## src/rtl/iech_pkg.sv

```systemverilog
`timescale 1ns / 1ps
// ----------------------------------------------------------------------------
// iech_pkg: shared types and constants for the input event classifier
// Event and code numbers, notice kinds, and the structs passed between units.
// ----------------------------------------------------------------------------
package iech_pkg;

	localparam int TOUCH_SLOTS_DEF = 64;

	// event types
	localparam logic [15:0] EVT_SYN = 16'd0;
	localparam logic [15:0] EVT_KEY = 16'd1;
	localparam logic [15:0] EVT_ABS = 16'd3;
	localparam logic [15:0] EVT_SW  = 16'd5;

	// event codes
	localparam logic [15:0] CODE_SYN_REPORT         = 16'h0000;
	localparam logic [15:0] CODE_SW_LID             = 16'h0000;
	localparam logic [15:0] CODE_SW_TABLET          = 16'h0001;
	localparam logic [15:0] CODE_KEY_POWER          = 16'd116;
	localparam logic [15:0] CODE_BTN_TOOL_FINGER    = 16'h0145;
	localparam logic [15:0] CODE_ABS_DISTANCE       = 16'h0019;
	localparam logic [15:0] CODE_ABS_MT_SLOT        = 16'h002f;
	localparam logic [15:0] CODE_ABS_MT_TRACKING_ID = 16'h0039;

	typedef enum logic [1:0] {
		KIND_LID    = 2'd0,
		KIND_TABLET = 2'd1,
		KIND_BUTTON = 2'd2,
		KIND_HOVER  = 2'd3
	} notice_kind_t;

	typedef struct packed {
		logic [15:0]        event_type;
		logic [15:0]        event_code;
		logic signed [31:0] event_value;
		logic               from_power_button;
		logic               from_lid_switch;
		logic               from_tablet_switch;
		logic               from_hover_pad;
	} event_t;

	typedef struct packed {
		logic         hit;
		notice_kind_t kind;
		logic [1:0]   value;
	} notice_t;

endpackage

```

## src/rtl/iech_event_if.sv

```systemverilog
`timescale 1ns / 1ps
// ----------------------------------------------------------------------------
// iech_event_if: input event channel
// Valid/ready channel carrying one input event and its source class flags.
// ----------------------------------------------------------------------------
interface iech_event_if;
	logic               valid;
	logic               ready;
	logic [15:0]        event_type;
	logic [15:0]        event_code;
	logic signed [31:0] event_value;
	logic               from_power_button;
	logic               from_lid_switch;
	logic               from_tablet_switch;
	logic               from_hover_pad;

	modport source (
		output valid, event_type, event_code, event_value,
		output from_power_button, from_lid_switch, from_tablet_switch, from_hover_pad,
		input  ready
	);
	modport sink (
		input  valid, event_type, event_code, event_value,
		input  from_power_button, from_lid_switch, from_tablet_switch, from_hover_pad,
		output ready
	);
endinterface

```

## src/rtl/iech_notice_if.sv

```systemverilog
`timescale 1ns / 1ps
// ----------------------------------------------------------------------------
// iech_notice_if: notice channel
// Valid/ready channel carrying one notice and the kept switch states.
// ----------------------------------------------------------------------------
interface iech_notice_if;
	logic       valid;
	logic       ready;
	logic [1:0] notice_kind;
	logic [1:0] notice_value;
	logic       lid_closed_now;
	logic       tablet_on_now;

	modport source (
		output valid, notice_kind, notice_value, lid_closed_now, tablet_on_now,
		input  ready
	);
	modport sink (
		input  valid, notice_kind, notice_value, lid_closed_now, tablet_on_now,
		output ready
	);
endinterface

```

## src/rtl/iech_switch.sv

```systemverilog
`timescale 1ns / 1ps
// ----------------------------------------------------------------------------
// iech_switch: lid, tablet mode and power button decode
// Holds the kept lid and tablet states and flags switch and button notices.
// ----------------------------------------------------------------------------
module iech_switch (
	input  logic              clk,
	input  logic              arst_n,
	input  logic              en,
	input  iech_pkg::event_t  evt,
	output iech_pkg::notice_t notice,
	output logic              lid_now,
	output logic              tablet_now
);

	logic lid_closed_q;
	logic tablet_on_q;
	logic is_one;
	logic lid_hit;
	logic tab_hit;
	logic btn_hit;

	assign is_one  = (evt.event_value == 32'sd1);
	assign lid_hit = evt.from_lid_switch && (evt.event_type == iech_pkg::EVT_SW)
		&& (evt.event_code == iech_pkg::CODE_SW_LID);
	assign tab_hit = evt.from_tablet_switch && (evt.event_type == iech_pkg::EVT_SW)
		&& (evt.event_code == iech_pkg::CODE_SW_TABLET);
	// button value must be 0, 1 or 2
	assign btn_hit = evt.from_power_button && (evt.event_type == iech_pkg::EVT_KEY)
		&& (evt.event_code == iech_pkg::CODE_KEY_POWER)
		&& (evt.event_value[31:2] == 30'd0) && (evt.event_value[1:0] != 2'b11);

	assign lid_now    = lid_hit ? is_one : lid_closed_q;
	assign tablet_now = tab_hit ? is_one : tablet_on_q;

	always_comb begin
		notice.hit   = 1'b0;
		notice.kind  = iech_pkg::KIND_LID;
		notice.value = 2'd0;
		if (lid_hit) begin
			notice.hit   = 1'b1;
			notice.kind  = iech_pkg::KIND_LID;
			notice.value = {1'b0, is_one};
		end else if (tab_hit) begin
			notice.hit   = 1'b1;
			notice.kind  = iech_pkg::KIND_TABLET;
			notice.value = {1'b0, is_one};
		end else if (btn_hit) begin
			notice.hit   = 1'b1;
			notice.kind  = iech_pkg::KIND_BUTTON;
			notice.value = evt.event_value[1:0];
		end
	end

	always_ff @(posedge clk or negedge arst_n) begin
		if (!arst_n) begin
			lid_closed_q <= 1'b0;
			tablet_on_q  <= 1'b0;
		end else if (en) begin
			lid_closed_q <= lid_now;
			tablet_on_q  <= tablet_now;
		end
	end

endmodule

```

## src/rtl/iech_hover.sv

```systemverilog
`timescale 1ns / 1ps
// ----------------------------------------------------------------------------
// iech_hover: hover touchpad tracker
// Tracks the multitouch slot, slot occupancy and single-touch flags, and
// flags a hover notice on report end when the combined state flips.
// ----------------------------------------------------------------------------
module iech_hover #(
	parameter int TOUCH_SLOTS = iech_pkg::TOUCH_SLOTS_DEF
) (
	input  logic              clk,
	input  logic              arst_n,
	input  logic              en,
	input  iech_pkg::event_t  evt,
	output iech_pkg::notice_t notice
);

	localparam int SlotW = (TOUCH_SLOTS > 1) ? $clog2(TOUCH_SLOTS) : 1;

	logic [SlotW-1:0]       slot_q;
	logic                   slot_valid_q;
	logic [TOUCH_SLOTS-1:0] mask_q;
	logic                   dist_q;
	logic                   finger_q;
	logic                   hovering_q;

	logic is_abs;
	logic is_slot;
	logic is_track;
	logic is_dist;
	logic is_finger;
	logic is_report;
	logic slot_in_range;
	logic hover_now;

	assign is_abs    = evt.from_hover_pad && (evt.event_type == iech_pkg::EVT_ABS);
	assign is_slot   = is_abs && (evt.event_code == iech_pkg::CODE_ABS_MT_SLOT);
	assign is_track  = is_abs && (evt.event_code == iech_pkg::CODE_ABS_MT_TRACKING_ID);
	assign is_dist   = is_abs && (evt.event_code == iech_pkg::CODE_ABS_DISTANCE);
	assign is_finger = evt.from_hover_pad && (evt.event_type == iech_pkg::EVT_KEY)
		&& (evt.event_code == iech_pkg::CODE_BTN_TOOL_FINGER);
	assign is_report = evt.from_hover_pad && (evt.event_type == iech_pkg::EVT_SYN)
		&& (evt.event_code == iech_pkg::CODE_SYN_REPORT);

	assign slot_in_range = !evt.event_value[31]
		&& (evt.event_value[30:0] < 31'(TOUCH_SLOTS));

	assign hover_now = (|mask_q) || (dist_q && finger_q);

	always_comb begin
		notice.hit   = is_report && (hover_now != hovering_q);
		notice.kind  = iech_pkg::KIND_HOVER;
		notice.value = {1'b0, hover_now};
	end

	always_ff @(posedge clk or negedge arst_n) begin
		if (!arst_n) begin
			slot_q       <= '0;
			slot_valid_q <= 1'b0;
			mask_q       <= '0;
			dist_q       <= 1'b0;
			finger_q     <= 1'b0;
			hovering_q   <= 1'b0;
		end else if (en) begin
			if (is_slot) begin
				slot_valid_q <= slot_in_range;
				// index kept on an out-of-range select
				if (slot_in_range) begin
					slot_q <= evt.event_value[SlotW-1:0];
				end
			end
			if (is_track && slot_valid_q) begin
				mask_q[slot_q] <= !evt.event_value[31];
			end
			if (is_dist) begin
				dist_q <= !evt.event_value[31] && (|evt.event_value[30:0]);
			end
			if (is_finger) begin
				finger_q <= (evt.event_value == 32'sd1);
			end
			if (is_report) begin
				hovering_q <= hover_now;
			end
		end
	end

endmodule

```

## src/rtl/input_event_classifier_hover_unit.sv

```systemverilog
`timescale 1ns / 1ps
// ----------------------------------------------------------------------------
// input_event_classifier_hover_unit: input event classifier, top level
// Registers each event beat, decodes it against the switch and hover units,
// and holds any resulting notice in an output register.
// ----------------------------------------------------------------------------
// Timing: an accepted event waits in the input register; its notice, if any, is
//   captured in the notice register when that register is empty or being taken.
// Throughput: one event per cycle while the notice output is not stalled; set by
//   the single decode stage between the input register and the notice register.
// Reset: arst_n clears lid, tablet and hover state, the slot tracker and both
//   valid flags; the block takes events right after reset.
module input_event_classifier_hover_unit #(
	parameter int TOUCH_SLOTS = iech_pkg::TOUCH_SLOTS_DEF
) (
	input logic         clk,
	input logic         arst_n,
	iech_event_if.sink  evt,
	iech_notice_if.source notice
);

	logic              v_s1;
	iech_pkg::event_t  evt_s1;
	logic              advance;
	logic              proc_en;

	iech_pkg::notice_t sw_notice;
	iech_pkg::notice_t hov_notice;
	iech_pkg::notice_t sel_notice;
	logic              lid_now;
	logic              tablet_now;

	logic              out_v_q;
	logic [1:0]        kind_q;
	logic [1:0]        value_q;
	logic              lid_q;
	logic              tab_q;

	assign advance   = !out_v_q || notice.ready;
	assign proc_en   = v_s1 && advance;
	assign evt.ready = !v_s1 || advance;

	always_ff @(posedge clk or negedge arst_n) begin
		if (!arst_n) begin
			v_s1 <= 1'b0;
		end else if (evt.ready) begin
			v_s1 <= evt.valid;
		end
	end

	always_ff @(posedge clk) begin
		if (evt.valid && evt.ready) begin
			evt_s1.event_type         <= evt.event_type;
			evt_s1.event_code         <= evt.event_code;
			evt_s1.event_value        <= evt.event_value;
			evt_s1.from_power_button  <= evt.from_power_button;
			evt_s1.from_lid_switch    <= evt.from_lid_switch;
			evt_s1.from_tablet_switch <= evt.from_tablet_switch;
			evt_s1.from_hover_pad     <= evt.from_hover_pad;
		end
	end

	iech_switch u_switch (
		.clk        (clk),
		.arst_n     (arst_n),
		.en         (proc_en),
		.evt        (evt_s1),
		.notice     (sw_notice),
		.lid_now    (lid_now),
		.tablet_now (tablet_now)
	);

	iech_hover #(
		.TOUCH_SLOTS (TOUCH_SLOTS)
	) u_hover (
		.clk    (clk),
		.arst_n (arst_n),
		.en     (proc_en),
		.evt    (evt_s1),
		.notice (hov_notice)
	);

	// switch and hover notices come from disjoint type/code pairs
	assign sel_notice = hov_notice.hit ? hov_notice : sw_notice;

	always_ff @(posedge clk or negedge arst_n) begin
		if (!arst_n) begin
			out_v_q <= 1'b0;
		end else if (advance) begin
			out_v_q <= proc_en && sel_notice.hit;
		end
	end

	always_ff @(posedge clk) begin
		if (proc_en && sel_notice.hit) begin
			kind_q  <= sel_notice.kind;
			value_q <= sel_notice.value;
			lid_q   <= lid_now;
			tab_q   <= tablet_now;
		end
	end

	assign notice.valid          = out_v_q;
	assign notice.notice_kind    = kind_q;
	assign notice.notice_value   = value_q;
	assign notice.lid_closed_now = lid_q;
	assign notice.tablet_on_now  = tab_q;

	// only button notices carry a value of 2, and none carries 3
	assert property (@(posedge clk) disable iff (!arst_n)
		out_v_q |-> (value_q != 2'd3)
			&& ((value_q != 2'd2) || (kind_q == iech_pkg::KIND_BUTTON)))
		else $error("notice value out of range for its kind");

	// a lid notice reports the same state it shows as kept
	assert property (@(posedge clk) disable iff (!arst_n)
		(out_v_q && (kind_q == iech_pkg::KIND_LID)) |-> (lid_q == value_q[0]))
		else $error("lid notice disagrees with kept lid state");

	// a tablet notice reports the same state it shows as kept
	assert property (@(posedge clk) disable iff (!arst_n)
		(out_v_q && (kind_q == iech_pkg::KIND_TABLET)) |-> (tab_q == value_q[0]))
		else $error("tablet notice disagrees with kept tablet state");

	// input side only stalls on an occupied stage behind a stalled notice
	assert property (@(posedge clk) disable iff (!arst_n)
		!evt.ready |-> (v_s1 && out_v_q && !notice.ready))
		else $error("input stalled without a blocked pipeline");

endmodule
```

## src/flat_wrapper.sv

```systemverilog
// flat-port wrapper written by rule: the top's interface ports become plain ports
module input_event_classifier_hover_unit_flat 
#(
	parameter int TOUCH_SLOTS = iech_pkg::TOUCH_SLOTS_DEF
)
  (clk, arst_n, evt_valid, evt_event_type, evt_event_code, evt_event_value, evt_from_power_button, evt_from_lid_switch, evt_from_tablet_switch, evt_from_hover_pad, evt_ready, notice_valid, notice_notice_kind, notice_notice_value, notice_lid_closed_now, notice_tablet_on_now, notice_ready);
  iech_event_if evt_i ();
  iech_notice_if notice_i ();
  input logic clk;
  input logic arst_n;
  input wire logic [$bits(evt_i.valid)-1:0] evt_valid;
  input wire logic [$bits(evt_i.event_type)-1:0] evt_event_type;
  input wire logic [$bits(evt_i.event_code)-1:0] evt_event_code;
  input wire logic [$bits(evt_i.event_value)-1:0] evt_event_value;
  input wire logic [$bits(evt_i.from_power_button)-1:0] evt_from_power_button;
  input wire logic [$bits(evt_i.from_lid_switch)-1:0] evt_from_lid_switch;
  input wire logic [$bits(evt_i.from_tablet_switch)-1:0] evt_from_tablet_switch;
  input wire logic [$bits(evt_i.from_hover_pad)-1:0] evt_from_hover_pad;
  output wire logic [$bits(evt_i.ready)-1:0] evt_ready;
  output wire logic [$bits(notice_i.valid)-1:0] notice_valid;
  output wire logic [$bits(notice_i.notice_kind)-1:0] notice_notice_kind;
  output wire logic [$bits(notice_i.notice_value)-1:0] notice_notice_value;
  output wire logic [$bits(notice_i.lid_closed_now)-1:0] notice_lid_closed_now;
  output wire logic [$bits(notice_i.tablet_on_now)-1:0] notice_tablet_on_now;
  input wire logic [$bits(notice_i.ready)-1:0] notice_ready;
  assign evt_i.valid = evt_valid;
  assign evt_i.event_type = evt_event_type;
  assign evt_i.event_code = evt_event_code;
  assign evt_i.event_value = evt_event_value;
  assign evt_i.from_power_button = evt_from_power_button;
  assign evt_i.from_lid_switch = evt_from_lid_switch;
  assign evt_i.from_tablet_switch = evt_from_tablet_switch;
  assign evt_i.from_hover_pad = evt_from_hover_pad;
  assign evt_ready = evt_i.ready;
  assign notice_valid = notice_i.valid;
  assign notice_notice_kind = notice_i.notice_kind;
  assign notice_notice_value = notice_i.notice_value;
  assign notice_lid_closed_now = notice_i.lid_closed_now;
  assign notice_tablet_on_now = notice_i.tablet_on_now;
  assign notice_i.ready = notice_ready;
  input_event_classifier_hover_unit #(.TOUCH_SLOTS(TOUCH_SLOTS)) u_core (.clk(clk), .arst_n(arst_n), .evt(evt_i), .notice(notice_i));
endmodule
```

## config.mk

```make
export PLATFORM = sky130hd
export DESIGN_NAME = input_event_classifier_hover_unit_flat
export DESIGN_NICKNAME = d
export VERILOG_FILES = /design/src/rtl/iech_pkg.sv /design/src/rtl/iech_event_if.sv /design/src/rtl/iech_notice_if.sv /design/src/rtl/iech_switch.sv /design/src/rtl/iech_hover.sv /design/src/rtl/input_event_classifier_hover_unit.sv /design/src/flat_wrapper.sv
export SDC_FILE = /design/constraint.sdc
export NUM_CORES = 1
export LEC_CHECK = 0
export BUFFER_PORTS_ARGS = -buffer_cell sky130_fd_sc_hd__buf_2
export CAP_MARGIN = 20
export CORE_MARGIN = 2
export CORE_UTILIZATION = 58
export DETAILED_ROUTE_END_ITERATION = 8
export PLACE_DENSITY = 0.9
export SYNTH_ARGS = -nofsm -noshare
export SYNTH_HDL_FRONTEND = slang
export SYNTH_HIERARCHICAL = 1
export SYNTH_SLANG_ARGS = --single-unit
```

## constraint.sdc

```tcl
create_clock -name clk -period 3.9 [get_ports clk]
set_input_delay 0.585 -clock clk [delete_from_list [all_inputs] [get_ports clk]]
set_output_delay 0.585 -clock clk [all_outputs]
set_load 0.1 [all_outputs]
```

# Word level (Yosys, flattened, before mapping)

Index checks and enable logic that the tools add are counted.

Register bits: 152
Latch bits: 0
Bits in writable memories: 0
Memory bits (read-only): 0
Input port bits: 72
Output and inout bits: 8
Memories: 0

Add/subtract/negate cells: 0
Multipliers: 0
Divide/modulo/power cells: 0
$lt $le $gt $ge: 3
Equality and inequality tests: 12
Shifts and indexed selects: 0
Muxes and demuxes: 9
Bitwise logic cells: 1
Reduce and logical (&&, ||, !) cells: 43

Operator list:

| cell                                                                                 | number |
|---|---|
| 64-bit bitwise mux                                                                   | 1 |
| 64-bit OR reduction                                                                  | 1 |
| 16-bit by 1-bit == test with 1-bit output (second input constant)                    | 2 |
| 16-bit by 6-bit == test with 1-bit output (second input constant)                    | 2 |
| 32-bit by 2-bit == test with 1-bit output (second input constant)                    | 1 |
| 16-bit logical NOT                                                                   | 2 |
| 31-bit by 7-bit less-than comparator with 1-bit output (second input constant)       | 1 |
| 31-bit OR reduction                                                                  | 1 |
| 30-bit logical NOT                                                                   | 1 |
| 1-bit logical AND                                                                    | 25 |
| 5-bit two-way mux                                                                    | 4 |
| 16-bit by 2-bit == test with 1-bit output (second input constant)                    | 1 |
| 16-bit by 3-bit == test with 1-bit output (second input constant)                    | 1 |
| 16-bit by 5-bit == test with 1-bit output (second input constant)                    | 1 |
| 16-bit by 7-bit == test with 1-bit output (second input constant)                    | 1 |
| 16-bit by 9-bit == test with 1-bit output (second input constant)                    | 1 |
| 2-bit AND reduction                                                                  | 5 |
| 6-bit by 7-bit less-than comparator with 1-bit output (second input constant)        | 1 |
| 1-bit demux with 6-bit select                                                        | 1 |
| 6-bit by 1-bit greater-or-equal comparator with 1-bit output (second input constant) | 1 |
| 4-bit OR reduction                                                                   | 1 |
| 1-bit logical NOT                                                                    | 3 |
| 1-bit logical OR                                                                     | 3 |
| 1-bit two-way mux                                                                    | 3 |
| other kinds (4)                                                                      | 4 |

# Longest topological paths before layout

Gate-level depths: netlist (run 1).

Word-level depth: 10
Gate-level depth with buffers: 9
Depth with buffers taken out: 7

# By module

Netlist (run 1), hierarchy kept.

By module, submodules not included:

| module                            | times used | cells each | area an instance (µm²) |
|---|---|---|---|
| iech_hover                        | 1          | 440        | 4115.2 |
| input_event_classifier_hover_unit | 1          | 88         | 2368.5 |
| iech_switch                       | 1          | 50         | 381.6 |

# Worst setup path after synthesis (run 1)

OpenSTA, ideal clock, no wires.

Path kind: register -> register
Start point: reg u_core.out_v_q, in the netlist u_core/notice.valid
End point: reg u_core/evt_s1[0] in the netlist's numbering, enable pin
Arrival time: 3.459 ns
Setup slack: 0.008 ns
Stages on the path, launching flop included: 3
Period minus slack after synthesis: 3.892 ns
Cells stage by stage: dfrtp_1 > nand3b_1 > and2_1

Longest elaborated chain between the ends: 4

Ends and longest elaborated chain:

| what                     | line                                    | RTL |
|---|---|---|
| start: declaration       | input_event_classifier_hover_unit.sv:33 | `logic out_v_q;` |
| start signal: assignment | input_event_classifier_hover_unit.sv:90 | `out_v_q <= proc_en && sel_notice.hit;` |
| 1-bit logical NOT        | input_event_classifier_hover_unit.sv:39 | `assign advance = !out_v_q \|\| notice.ready;` |
| 1-bit logical OR         | input_event_classifier_hover_unit.sv:39 |  |
| 1-bit logical OR         | input_event_classifier_hover_unit.sv:41 | `assign evt.ready = !v_s1 \|\| advance;` |
| net evt_ready            | flat_wrapper.sv:19                      | `output wire logic [$bits(evt_i.ready)-1:0] evt_ready;` |
| 1-bit logical AND        | input_event_classifier_hover_unit.sv:52 | `if (evt.valid && evt.ready) begin` |
| end: declaration         | input_event_classifier_hover_unit.sv:23 | `iech_pkg::event_t evt_s1;` |

The timed path passes the listed nets, and every way through them passes these cells.
A chain may end at the register's enable or synchronous reset.

==> metrics, run 1 <==
minimum clock period 3.32 ns; FP Rows 39; placed insts 771; clock buffer depth 2; TritonCTS buffer count 17; actual slew at the worst max-slew pin 0.807 ns; crit-path cells or4b_1, nor4_1, nand2_1, or4_1, nor3b_1, o211a_1; Final Util 0.694; Comb pwr share 0.029; Crit path buffers/inverters 0; DRT antenna net count 0; first-pass GRT wire length 24,700 um; drt pass-1 iters 4; compound-gate portion of the synthesized area 0.00693; max frequency 301 MHz; GP Congestion 0.808; post-DR vias/cell 6.21; maximum vdd drop 0.424 mV; Worst Path Arrival 3.43 ns; max-slew violation count 0; delay-heaviest family, CP simple AND/OR/NAND/NOR gates; met1 WL 5950 um; clk_skew 0.00901 ns; post-synthesis mux area share 0.124; GRT Resource Usage Total 0.247; commonest non-fill, non-tap cell in the layout buf_2; worst reg2reg path depth 6; Setup CP Type register to register; diode count 0; chip height 113 um; setup bufs post-CTS 0; Final setup viols 0; largest family of logic cells by synthesized area simple AND/OR/NAND/NOR gates; vias in the first global route 5,115; fraction of synthesized cell area in xor and xnor cells 0; Critical Path Stages 6; HPWL after DPL 10,000 um; met2 wire length 7840 um; synthesis-to-finish area growth 15.9%; Slew HR 0.461; Yosys top cell by area edfxtp_1; number of library cell types mapped by synthesis 41; WP data required 4.01 ns; met3 wire length 1150 um; initial antenna violation count 0; worst r2r src u_core/evt_s1[67]; via count 4,985; switching part of the total 0.215; footprint of the multi-input gates 2270 um2; sw power 0.752 mW; Total Power 3.49 mW; largest net degree at the start of global routing 67; root buf cell clkbuf_16; Non-Filler Instances 803; Int Power 2.74 mW; fillcell total 741; status finished, final reports clean; Die Wd 113 um; IO buf count 79; DRC 0; Placement Setup Slack 0.680 ns; Die ar. 12,700 um2; cts repair resizes 0; Clock transition at path regs 0.06 ns; max-capacitance violation count 0; synthesized area 6870 um2; most frequent cells in the layout 79 x buf_2, 78 x dfrtp_1, 74 x edfxtp_1, 72 x nand4_1, 70 x inv_1; Pleak 3.71 nW; post-synthesis adder-cell area fraction 0; r2r setup slk 0.58 ns; Mapped Cells 578; pwr dens 439 nW/um2; flops & latches, synth 152; setup_tns 0 ns; RSZ-0062 raised after global routing false; sequential share of the synthesized area 0.608; Reg area 4170 um2; grt total ovfl 0; Primary FF master, synth dfrtp_1; Post-synth EDFFs 74; Avg WL per Cell 19.0 um; Hold Buf Count CTS 0; Seq pwr share 0.506; worst setup margin 0.577 ns; layout cells sized above 1 0.217; clock share of power 0.465; HP Class input pin to async pin; critical path launch point type register; Max stage delay on crit path 0.67 ns; Synth top area share 0.324; drt first-iter violations 360; synth top area cells edfxtp_1 32%, dfrtp_1 28%, mux2i_1 9.9%, nand4_1 6.6%, nor4_1 3.9%; final wirelength 15,300 um; syn avg cell area 11.9 um2; top-level I/O count 80; initial core utilization 0.599; highest metal layer with signal wires met4; RR Endpoint u_core/notice.notice_value[1]; H-Tree Depth 4; synth warn 6; CP endpoint kind register; Slowest cell on crit path nor3b_1; CTS sink cnt 152; nets 719; crit share post-route 0.852; final-report hold violation count 0; asr flop ratio synth 0.513; CTS tree yes; crit path max fanout 6; Post-Synth Simple-Gate Area 0.196; core area 11,500 um2; Worst-Skew Late Latency 0.43 ns
power by group through the flow:
stage                     Combinational (mW)  Clock, mW  Sequential (mW)
after CTS                              0.102       1.64             1.76
after global routing                   0.112       1.71             1.77
after global placement                0.0958          0             1.79
final                                  0.102       1.62             1.76
after detailed placement               0.101          0             1.79
after floorplan                       0.0400          0             1.78
cell usage after synthesis (all sizes together), types with 3 or more instances:
library cell / n
nor3: 3
nand3b: 9
nand3: 9
nor2: 43
and2: 5
buf: 22
a21oi: 4
clkbuf: 17
dfrtp: 78
nor4: 45
nor2b: 3
nand4: 73
edfxtp: 74
nand2: 12
inv: 70
mux2i: 68
mux2: 13
or4: 7
worst register-to-register path: cells and delay by family, from the launching register on:
kind	cells	cell delay, ns
AOI/OAI and AO/OA	1	0.43
DFF	1	0.41
and+or+nand+nor	5	2.14
flip-flops by register name, indices dropped and copies added (netlist names):
register	cells
u_core/evt_s1	68
u_core/u_hover/mask_q	64
u_core/u_hover/slot_q	6
u_core/notice.notice_kind	2
u_core/notice.notice_value	2
u_core/notice.lid_closed_now	1
u_core/notice.tablet_on_now	1
u_core/notice.valid	1
u_core/u_hover/dist_q	1
u_core/u_hover/finger_q	1
u_core/u_hover/hovering_q	1
u_core/u_hover/slot_valid_q	1
u_core/u_switch/lid_closed_q	1
u_core/u_switch/tablet_on_q	1
u_core/v_s1	1
worst max path at each step:
stage	endpoint	from
floorplan	u_core/evt_s1[0]	u_core/notice.valid
global placement	u_core/notice.lid_closed_now	u_core/evt_s1[67]
detailed placement	u_core/notice.notice_value[0]	u_core/evt_s1[67]
CTS	u_core/notice.notice_value[1]	u_core/evt_s1[67]
global route	u_core/notice.notice_value[1]	u_core/evt_s1[67]
finish	u_core/notice.notice_value[1]	u_core/evt_s1[67]
through the flow:
stage                     instance area [um2]  hold slack, ns
final                                    7950          0.0980
after global routing                     7950           0.131
after CTS                                7950           0.108
after detailed placement                 7360           0.506
after global placement                   7340           0.491
after floorplan                          6870           0.289
routing by layer:
| layer | track usage | up-vias |
|---|---|---|
| li1 | - | 2255 |
| met1 | 0.317 | 2413 |
| met2 | 0.413 | 277 |
| met3 | 0.0546 | 40 |
| met4 | 0.0943 | 0 |
| met5 | 0 | - |
cell families after synthesis:
| group | Yosys count |
|---|---|
| AO/OA/AOI/OAI | 8 |
| buffers and inverters | 109 |
| flip-flops | 152 |
| multiplexers | 81 |
| other | 2 |
| AND/OR/NAND/NOR | 226 |
final cells by class:
class	instances	area share
inverter	70	0.0330
clock buffer	19	0.0557
sequential	152	0.525
multi-input combinational	318	0.285
clock inverter	13	0.0184
timing repair buffer	88	0.0607
tap	143	0.0225
(Power assumes the default switching activity.)
==> run 2, diff against run 1 <==
- clock period: 3.9 -> 3.75 ns (I/O delays scaled with it)
==> metrics, run 2 (synthesized netlist as in run 1, its figures left out) <==
status finished, final reports clean (unchanged); grt total ovfl 0 (unchanged); via count 5,006 (was 4,985); Worst-Skew Late Latency 0.43 ns (about the same); top-level I/O count 80 (unchanged); crit share post-route 0.945 (was 0.852); root buf cell clkbuf_16 (unchanged); Final setup viols 0 (unchanged); Reg area 4170 um2 (unchanged); HPWL after DPL 9790 um (was 10,000 um); chip height 113 um (unchanged); H-Tree Depth 4 (unchanged); maximum vdd drop 0.436 mV (was 0.424 mV); design area 8010 um2 (was 7950 um2); clock buffer depth 2 (unchanged); core area 11,500 um2 (unchanged); Regs by FF count u_core/evt_s1 (68), u_core/u_hover/mask_q (64), u_core/u_hover/slot_q (6) (unchanged); minimum clock period 3.54 ns (was 3.32 ns); initial core utilization 0.599 (unchanged); TritonCTS buffer count 17 (unchanged); Pleak 3.74 nW (was 3.71 nW); synthesis-to-finish area growth 16.7% (was 15.9%); max-capacitance violation count 0 (unchanged); HP Class input pin to async pin (unchanged); Critical path destination u_core/notice.notice_value[1] (unchanged); drt pass-1 iters 6 (was 4); WP data required 3.86 ns (was 4.01 ns); Final Util 0.699 (was 0.694); DRC 0 (unchanged); GRT Resource Usage Total 0.255 (was 0.247); Slowest cell on crit path nor3b_1 (unchanged); GP Congestion 0.867 (was 0.808); CTS tree yes (unchanged); first-pass GRT wire length 25,400 um (was 24,700 um); critical path launch point type register (unchanged); setup_tns 0 ns (unchanged); Max stage delay on crit path 0.90 ns (was 0.67 ns); cts repair resizes 0 (unchanged); Hold Buf Count CTS 0 (unchanged); clk_skew 0.0102 ns (was 0.00901 ns); worst reg2reg path depth 6 (unchanged); Clock transition at path regs 0.07 ns (was 0.06 ns); CTS sink cnt 152 (unchanged); Slew HR 0.257 (was 0.461); crit path from u_core/evt_s1[64] (was u_core/evt_s1[67]); r2r setup slk 0.21 ns (was 0.58 ns); setup bufs post-CTS 0 (unchanged); diode count 0 (unchanged); RR Endpoint u_core/notice.notice_value[1] (unchanged); Most flops, register u_core/evt_s1 (unchanged); drt first-iter violations 425 (was 360); Total Power 3.79 mW (was 3.49 mW); Die Wd 113 um (unchanged); pwr dens 473 nW/um2 (was 439 nW/um2); footprint of the multi-input gates 2270 um2 (unchanged); max reg flops 68 (unchanged); IO buf count 79 (unchanged); largest net degree at the start of global routing 69 (was 67); RSZ-0062 raised after global routing false (unchanged); nets 720 (was 719); vias in the first global route 5,146 (was 5,115); Avg WL per Cell 19.0 um (about the same); dpl cell area 7360 um2 (about the same); Die ar. 12,700 um2 (unchanged); crit-path cells or4b_1, nor4_1, nand2_1, or4_1, nor3b_1, o211a_1 (unchanged); CP endpoint kind register (unchanged); worst r2r src u_core/evt_s1[64] (was u_core/evt_s1[67]); max-slew violation count 0 (unchanged); commonest non-fill, non-tap cell in the layout buf_2 (unchanged); DRT antenna net count 0 (unchanged); Worst Path Arrival 3.66 ns (was 3.43 ns); layout cells sized above 1 0.221 (was 0.217); FP Rows 39 (unchanged); final wirelength 15,300 um (about the same); Setup CP Type register to register (unchanged); crit path max fanout 6 (unchanged); actual slew at the worst max-slew pin 1.11 ns (was 0.807 ns); initial antenna violation count 0 (unchanged); post-DR vias/cell 6.23 (was 6.21); max frequency 282 MHz (was 301 MHz); final-report hold violation count 0 (unchanged); fillcell total 711 (was 741); most frequent cells in the layout 79 x buf_2, 78 x dfrtp_1, 74 x edfxtp_1, 72 x nand4_1, 70 x inv_1 (unchanged)
==> run 2: changes by cell type in the layout (fill, tap and decap cells not counted) <==
cell / delta
buf_12: +1
buf_16: -1
buf_8: +1
bufinv_16: +2
clkbuf_8: -1
clkinv_1: -2
clkinv_4: -1
clkinvlp_4: -1
inv_6: +2
inv_8: +1
==> run 2: area by class of cell <==
type	count	share of cell area
multi-input combinational	318	0.283
timing repair buffer	89	0.0612
inverter	70	0.0328
tap	143	0.0223
sequential	152	0.521
clock inverter	14	0.0264
clock buffer	18	0.0536
==> run 2: worst max-delay path, delay by kind of cell (launching register included) <==
kind / cells / cell delay (ns)
simple gates: 5 / 2.40
compound gates: 1 / 0.43
flops: 1 / 0.40
==> run 2: worst min-delay path by stage <==
stage                              start  depth (start not counted)                        end  slack (ns)
6_report                          arst_n                          1   u_core/u_hover/mask_q[9]        0.27
5_1_grt              evt_event_value[28]                          1          u_core/evt_s1[32]        0.29
4_1_cts                           arst_n                          1  u_core/u_hover/mask_q[25]        0.29
3_5_place_dp   u_core/u_hover/hovering_q                          1  u_core/u_hover/hovering_q        0.50
3_3_place_gp   u_core/u_hover/hovering_q                          1  u_core/u_hover/hovering_q        0.49
2_1_floorplan                     arst_n                          0        u_core/notice.valid        0.27
==> run 2: per-stage QoR <==
step	hold slack (ns)	cells	worst slack, ns
6_report	0.268	804	0.207
5_1_grt	0.290	804	0.0766
4_1_cts	0.292	803	0.251
3_5_place_dp	0.503	771	0.413
3_3_place_gp	0.490	771	0.656
2_1_floorplan	0.267	579	0.454
==> run 2: power breakdown <==
part | internal (mW) | switching (mW)
Combinational | 0.0425 | 0.0654
Clock | 1.13 | 0.718
Sequential | 1.80 | 0.0325
Total | 2.98 | 0.816
==> run 2: routing by layer <==
layer	vias up	GRT usage	share of wire
li1	2251	-	-
met1	2445	0.321	0.39
met2	265	0.421	0.51
met3	45	0.0734	0.076
met4	0	0.102	0.029
met5	-	0	0
